### src/imh_pkg.sv
package imh_pkg;

  localparam int CAPACITY  = 1024;
  localparam int NUM_ITEMS = 4096;
  localparam int KEY_BITS  = 32;
  localparam int SLOT_W    = $clog2(CAPACITY);
  localparam int ITEM_W    = $clog2(NUM_ITEMS);
  localparam int COUNT_W   = $clog2(CAPACITY + 1);

  typedef logic [KEY_BITS-1:0] key_t;
  typedef logic [SLOT_W-1:0]   slot_t;
  typedef logic [ITEM_W-1:0]   item_t;
  typedef logic [COUNT_W-1:0]  count_t;

  typedef enum logic [1:0] {
    OP_INSERT  = 2'd0,
    OP_LOWER   = 2'd1,
    OP_EXTRACT = 2'd2,
    OP_NONE    = 2'd3
  } op_t;

  typedef enum logic [2:0] {
    ST_OK      = 3'd0,
    ST_FULL    = 3'd1,
    ST_EMPTY   = 3'd2,
    ST_ABSENT  = 3'd3,
    ST_PRESENT = 3'd4
  } status_t;

  typedef enum logic [3:0] {
    CMD_IDLE,
    CMD_CLEAR,
    CMD_LOAD,
    CMD_RD_VALID,
    CMD_INS_WR,
    CMD_LOW_WR,
    CMD_EXT_RD,
    CMD_EXT_WR,
    CMD_UP_RD,
    CMD_UP_CMP,
    CMD_DN_RD,
    CMD_DN_CMP,
    CMD_SWAP_A,
    CMD_SWAP_B
  } cmd_t;

  typedef struct packed {
    logic    clr_done;
    logic    valid_ok;
    logic    count_zero;
    logic    count_full;
    logic    up_done;
    logic    up_swap;
    logic    dn_done;
    logic    dn_swap;
  } stat_t;

endpackage

### src/imh_ctrl.sv
module imh_ctrl
  import imh_pkg::*;
(
  input  logic       clk,
  input  logic       rst_n,
  input  logic       in_fire,
  input  logic       out_fire,
  input  stat_t      stat,
  input  logic [1:0] op_q,
  input  logic       id_in_range,
  output cmd_t       cmd,
  output logic       busy,
  output logic       done,
  output status_t    status
);

  typedef enum logic [3:0] {
    S_CLEAR, S_IDLE, S_VALID, S_DECIDE, S_EXT_RD, S_EXT_WR, S_UP_RD, S_UP_CMP,
    S_DN_RD, S_DN_CMP, S_DN_DEC, S_SWAP_A, S_SWAP_B, S_DONE
  } state_t;

  state_t state_r;
  logic   down_r;
  status_t st_r;

  always_ff @(posedge clk) begin
    if (!rst_n) begin
      state_r <= S_CLEAR;
      down_r <= 1'b0;
      st_r <= ST_OK;
    end else begin
      case (state_r)
        S_CLEAR: if (stat.clr_done) state_r <= S_IDLE;
        S_IDLE: if (in_fire) state_r <= S_VALID;
        S_VALID: state_r <= S_DECIDE;
        S_DECIDE: begin
          st_r <= ST_OK;
          case (op_q)
            OP_INSERT: begin
              if (!id_in_range) begin st_r <= ST_ABSENT; state_r <= S_DONE; end
              else if (stat.valid_ok) begin st_r <= ST_PRESENT; state_r <= S_DONE; end
              else if (stat.count_full) begin st_r <= ST_FULL; state_r <= S_DONE; end
              else begin down_r <= 1'b0; state_r <= S_UP_RD; end
            end
            OP_LOWER: begin
              if (!id_in_range || !stat.valid_ok) begin
                st_r <= ST_ABSENT; state_r <= S_DONE;
              end else begin down_r <= 1'b0; state_r <= S_UP_RD; end
            end
            OP_EXTRACT: begin
              if (stat.count_zero) begin st_r <= ST_EMPTY; state_r <= S_DONE; end
              else state_r <= S_EXT_RD;
            end
            default: state_r <= S_DONE;
          endcase
        end
        S_EXT_RD: state_r <= S_EXT_WR;
        S_EXT_WR: begin down_r <= 1'b1; state_r <= S_DN_RD; end
        S_UP_RD: state_r <= stat.up_done ? S_DONE : S_UP_CMP;
        S_UP_CMP: state_r <= stat.up_swap ? S_SWAP_A : S_DONE;
        S_DN_RD: state_r <= stat.dn_done ? S_DONE : S_DN_CMP;
        S_DN_CMP: state_r <= S_DN_DEC;
        S_DN_DEC: state_r <= stat.dn_swap ? S_SWAP_A : S_DONE;
        S_SWAP_A: state_r <= S_SWAP_B;
        S_SWAP_B: state_r <= down_r ? S_DN_RD : S_UP_RD;
        S_DONE: if (out_fire) state_r <= S_IDLE;
        default: state_r <= S_IDLE;
      endcase
    end
  end

  always_comb begin
    cmd = CMD_IDLE;
    case (state_r)
      S_CLEAR:  cmd = CMD_CLEAR;
      S_IDLE:   cmd = in_fire ? CMD_LOAD : CMD_IDLE;
      S_VALID:  cmd = CMD_RD_VALID;
      S_DECIDE: begin
        if (op_q == OP_INSERT && id_in_range && !stat.valid_ok && !stat.count_full)
          cmd = CMD_INS_WR;
        else if (op_q == OP_LOWER && id_in_range && stat.valid_ok)
          cmd = CMD_LOW_WR;
      end
      S_EXT_RD: cmd = CMD_EXT_RD;
      S_EXT_WR: cmd = CMD_EXT_WR;
      S_UP_RD:  cmd = stat.up_done ? CMD_IDLE : CMD_UP_RD;
      S_DN_RD:  cmd = stat.dn_done ? CMD_IDLE : CMD_DN_RD;
      S_DN_CMP: cmd = CMD_DN_CMP;
      S_SWAP_A: cmd = CMD_SWAP_A;
      S_SWAP_B: cmd = CMD_SWAP_B;
      default:  cmd = CMD_IDLE;
    endcase
  end

  assign busy   = (state_r != S_IDLE);
  assign done   = (state_r == S_DONE);
  assign status = st_r;

  a_swap_pair: assert property (@(posedge clk) disable iff (!rst_n)
    state_r == S_SWAP_A |=> state_r == S_SWAP_B)
    else $error("swap halves split");
  a_done_hold: assert property (@(posedge clk) disable iff (!rst_n)
    (state_r == S_DONE && !out_fire) |=> state_r == S_DONE)
    else $error("result dropped");
  a_no_accept_busy: assert property (@(posedge clk) disable iff (!rst_n)
    busy |-> !in_fire)
    else $error("accept while busy");

endmodule

### config.mk
export PLATFORM = sky130hd
export DESIGN_NAME = imh_ctrl
export DESIGN_NICKNAME = d
export VERILOG_FILES = /design/src/imh_pkg.sv /design/src/imh_ctrl.sv
export SDC_FILE = /design/constraint.sdc
export NUM_CORES = 1
export LEC_CHECK = 0
export BUFFER_PORTS_ARGS = -buffer_cell sky130_fd_sc_hd__buf_2
export CELL_PAD_IN_SITES_DETAIL_PLACEMENT = 1
export CELL_PAD_IN_SITES_GLOBAL_PLACEMENT = 1
export CORE_UTILIZATION = 36
export DETAILED_ROUTE_END_ITERATION = 10
export PLACE_DENSITY_LB_ADDON = 0.05
export SLEW_MARGIN = 20
export SYNTH_ARGS = -nofsm -noshare
export SYNTH_HDL_FRONTEND = slang
export SYNTH_SLANG_ARGS = --single-unit
### constraint.sdc
create_clock -name clk -period 2.1 [get_ports clk]
set_input_delay 0.42 -clock clk [delete_from_list [all_inputs] [get_ports clk]]
set_output_delay 0.42 -clock clk [all_outputs]
set_load 0.005 [all_outputs]
## Word-level counts from Yosys, hierarchy flattened

Cells that the tools add are included.
Widths: inputs -> output; s select.

- Equality and inequality tests: 24
- Reductions and logical operators: 14
- Mux-type cells: 33

Operators with widths:

| cell | count |
|---|---|
| $pmux 4 s14 | 1 |
| $mux 4 | 12 |
| $pmux 4 s11 | 1 |
| $eq 4x4->1 const B | 6 |
| $mux 3 | 7 |
| $eq 4x3->1 const B | 4 |
| $ne 3x3->1 const B | 5 |
| $pmux 4 s3 | 1 |
| $pmux 3 s3 | 1 |
| $eq 4x2->1 const B | 2 |
| $mux 2 | 3 |
| $ne 2x2->1 const B | 3 |
| $reduce_and 6->1 | 1 |
| $logic_and 1x1->1 | 5 |
| $mux 1 | 5 |
| $eq 4x1->1 const B | 1 |
| $logic_not 4->1 | 1 |
| $ne 4x1->1 const B | 1 |
| $pmux 1 s2 | 2 |
| $logic_not 1->1 | 3 |
| $reduce_and 3->1 | 1 |
| $eq 2x1->1 const B | 1 |
| $eq 2x2->1 const B | 1 |
| $logic_not 2->1 | 1 |
| other kinds (2) | 2 |

- Bits of input ports: 15
- Flip-flop bits (word level): 8
- Logic and storage cells: 74
- Output and inout bits: 9

## Logic depth before layout (Yosys ltp)

- Word-level depth: 6
- Depth in mapped cells: 6
- Gate-level depth less buffers: 4

## Worst setup path after synthesis

Ideal clock, no wire load.

- Path type: reg-to-output
- From: register state_r[3]
- To: output port cmd[0]
- Cell stages (with the launch flop): 6
- Path buffers: 1
- Required time: 1.680 ns
- Path slack: 0.535 ns
- Arrival: 1.145 ns
- Cell sequence: dfxtp_1 > buf_2 > nand2_1 > or2_0 > a21boi_1 > o21ai_1

- Cells in the longest elaborated chain, start to end: 2
- Elaborated cells between the ends (all ways): 12
- Classes of those cells: eq/ne (10); mux (1); reduce/logical (1)

Ends and longest elaborated chain:

| item | RTL line | source |
|---|---|---|
| start, declared | imh_ctrl.sv:22 | `state_t state_r;` |
| start signal, assigned | imh_ctrl.sv:59 | `S_UP_RD: state_r <= stat.up_done ? S_DONE : S_UP_CMP;` |
| start signal, assigned | imh_ctrl.sv:60 | `S_UP_CMP: state_r <= stat.up_swap ? S_SWAP_A : S_DONE;` |
| start signal, assigned | imh_ctrl.sv:61 | `S_DN_RD: state_r <= stat.dn_done ? S_DONE : S_DN_CMP;` |
| $eq 4x4->1 (tied with other cells) | imh_ctrl.sv:74 | `case (state_r)` |
| $pmux 4 s11 (*) | imh_ctrl.sv:74 |  |
| end, declared | imh_ctrl.sv:11 | `output cmd_t cmd,` |

Every way passes the cells marked *; elsewhere a longest branch is shown, timed or not.

## Final worst setup path

- From: register state_r[2]
- To: output port cmd[1]

The elaborated chain is that of the path after synthesis.

==> flow_summary.toml <==
[power]
netSwitchingPower_uw = 546
peakVddDrop_uv = 616
powerDensity_mw_per_mm2 = 1270
clkPwrFrac_pct = 9.9
switching_share_pct = 47.6
seqPwrFrac_pct = 23.8
power_uw = 1150
p_int_uw = 602
p_leak_uw = 0.000380
p_comb_share_pct = 66.3

[routing]
routed_wl_um = 2340
postRouteAntennaNets = 0
routedWlPerCell_um = 14.8
first_pass_iters = 4
drt_iter0_drc = 19
post-route-drc-count = 0
vias = 880
viasPerCell = 5.57

[sta]
relSlewSlack_pct = 77.8
layout_min_cycle_time_ns = 1.96
slew_violations = 0
fin_crit_sh_pct = 93.2
fmax_mhz = 511
worstMarginPinSlew_ns = 0.333
skew_ns = 0.000545
setup_tns_ns = 0
worst_slack_ns = 0.144
finalHoldViolCount = 0
rsz0062_at_grt = "false"
setup_violations = 0

[die]
die_h_um = 47.0
io_pins = 24
die_x_um = 47.0
rows = 15
dieArea_mm2 = 0.00221
start_util_pct = 40.1
core_mm2 = 0.00182

[clocking]
path_clk_slew_ns = 0.05
cts_tree = "built"
cts_inserted_buffers = 3
clk_path_buf_depth = 2
postCtsHoldBufs = 0
cts_root_buffer = "clkbuf_4"
cts_sinks = 8
clk_latency_ns = 0.25
post_cts_buffers = 0
htree_levels = 1

[layout]
area_growth_syn_to_layout_pct = 24.4
layout_commonest_cell = "buf_2"
design.final.nets = 150
regArea_um2 = 161
drive_gt1_share_pct = 25.6
diodes = 0
multi_input_comb_area_um2 = 524
fillers = 261
final_cell_mix = "23 x buf_2, 12 x nand2_1, 11 x nor2_1"

[worst_setup_path]
critical_path.max_fanout = 11
endpoint_kind = "output port"
crit_arrival_ns = 1.54
crit_type = "flip-flop to output port"
critPathMaxStageDelay_ns = 0.43
slowest_stage = "dfxtp_1"
worstPathRequired_ns = 1.68
startpoint_type = "flip-flop"
crit_chain = "buf_4, nor2b_1, a21oi_1, o32ai_1, buf_2"

[synth]
synth.top_cell.area_share_pct = 22.0
yosysWarnings = 0
netlist_instances = 108
ys_seq_elements = 8
yosysSeqAreaShare_pct = 22.0
synth.area.top_cells = "dfxtp_1 22%, nor2b_1 6.9%, a21oi_1 6.2%"
synthDistinctLibCells = 34
syn_area_per_cell_um2 = 6.75
synthesis.area_um2 = 729
synth_nets = 123
yosys.area.top_type = "dfxtp_1"

[status]
outcome = "finished, final reports clean"

[global_routing]
grt_max_degree = 22
grt_first_pass_wirelength_um = 3720
grt_pass1_vias = 779
gr-max-usage-layer = "met1"
grt_use_met1_pct = 36.0
grt_use_met3_pct = 3.46
overflow = 0
antenna_found_initial = 0
grt_usage_pct = 24.7
grt_util_met2_pct = 35.3

[run]
max_cap_viol_count = 0

[placement]
post-place-ws_ns = 0.376
io_buffers = 23
hpwlAfterDp_um = 1810
gp_congestion = 0.829

[worst_hold_path]
hold_path_class = "input pin to flip-flop"
==> critical path: cells and delay by family (launching register included) <==
kind,cells,cell delay [ns]
flip-flops,1,0.43
buffers and inverters,2,0.37
AND/OR/NAND/NOR,1,0.30
AO/OA/AOI/OAI,2,0.20
==> cell families after synthesis <==
group	share of synthesized area [%]
flops	22.0
simple gates	39.1
buf+inv	6.18
compound gates	32.8
==> per-layer routing <==
metal  share of wire, %  vias to the layer above  wire length [um]
met5                  0                        -                 0
met4                2.0                        0                48
met3                5.7                        4               134
met2                 43                       29               999
met1                 50                      401              1160
li1                   -                      446                 -
==> worst paths after layout <==
path / startpoint / cells after the start / slack [ns] / to
worst max register to register: state_r[2]$_SDFFE_PN0P_ / 5 / 0.55 / state_r[2]$_SDFFE_PN0P_
worst max-delay path: state_r[2]$_SDFFE_PN0P_ / 5 / 0.14 / cmd[1]
worst min-delay path: rst_n / 3 / 0.49 / state_r[1]$_SDFFE_PN0P_
worst min register to register: status[1]$_SDFFE_PN0P_ / 2 / 0.50 / status[1]$_SDFFE_PN0P_
==> registers in the layout (all words and copies together), names as in the netlist <==
register,count
state_r,4
down_r,1
status,3
==> per-stage QoR <==
stage               util [%]  hold WS (ns)  cells  area, um2
floorplan                  -         0.492    108        729
global placement        48.5         0.485    155        883
detailed placement      48.5         0.494    155        883
CTS                     49.8         0.477    158        906
global route            49.8         0.491    158        907
finish                  49.8         0.494    158        907
==> layout make-up <==
type,instances,share of cell area [%]
flip-flops and latches,8,17.8
multi-input cells,90,57.8
clock buffers,3,2.48
well taps,25,3.45
inverters,4,1.66
repair buffers,28,16.8
==> cells in the mapped netlist <==
cell / number
nand2_1: 12
nor2_1: 11
a21oi_1: 9
dfxtp_1: 8
nor2b_1: 8
o21ai_0: 7
o21ai_1: 7
buf_2: 6
nand2b_1: 6
a21boi_1: 3
a22oi_1: 2
a311oi_1: 2
inv_1: 2
inv_2: 2
nand3b_1: 2
nor3_1: 2
or3_1: 2
a2111o_1: 1
a221oi_1: 1
a31oi_1: 1
and2_1: 1
and3_1: 1
and4bb_1: 1
nand3_1: 1
nand4b_1: 1
nand4bb_1: 1
nor3b_1: 1
o2111ai_1: 1
o211ai_1: 1
o221ai_1: 1
o311ai_1: 1
o32ai_1: 1
or2_0: 1
or4b_1: 1
==> timing repair <==
item	CTS	global route
gates resized for setup	0	1
endpoints found under the setup margin	0	1
endpoints found under the hold margin	0	0
==> power by group through the flow <==
stage	Combinational, uW	Sequential (uW)	Clock, uW
final	761	273	114
after global routing	851	281	136
after CTS	759	268	121
after detailed placement	754	270	0
after global placement	738	269	0
after floorplan	528	233	0
Note: power is estimated with default switching activity, not from simulation.
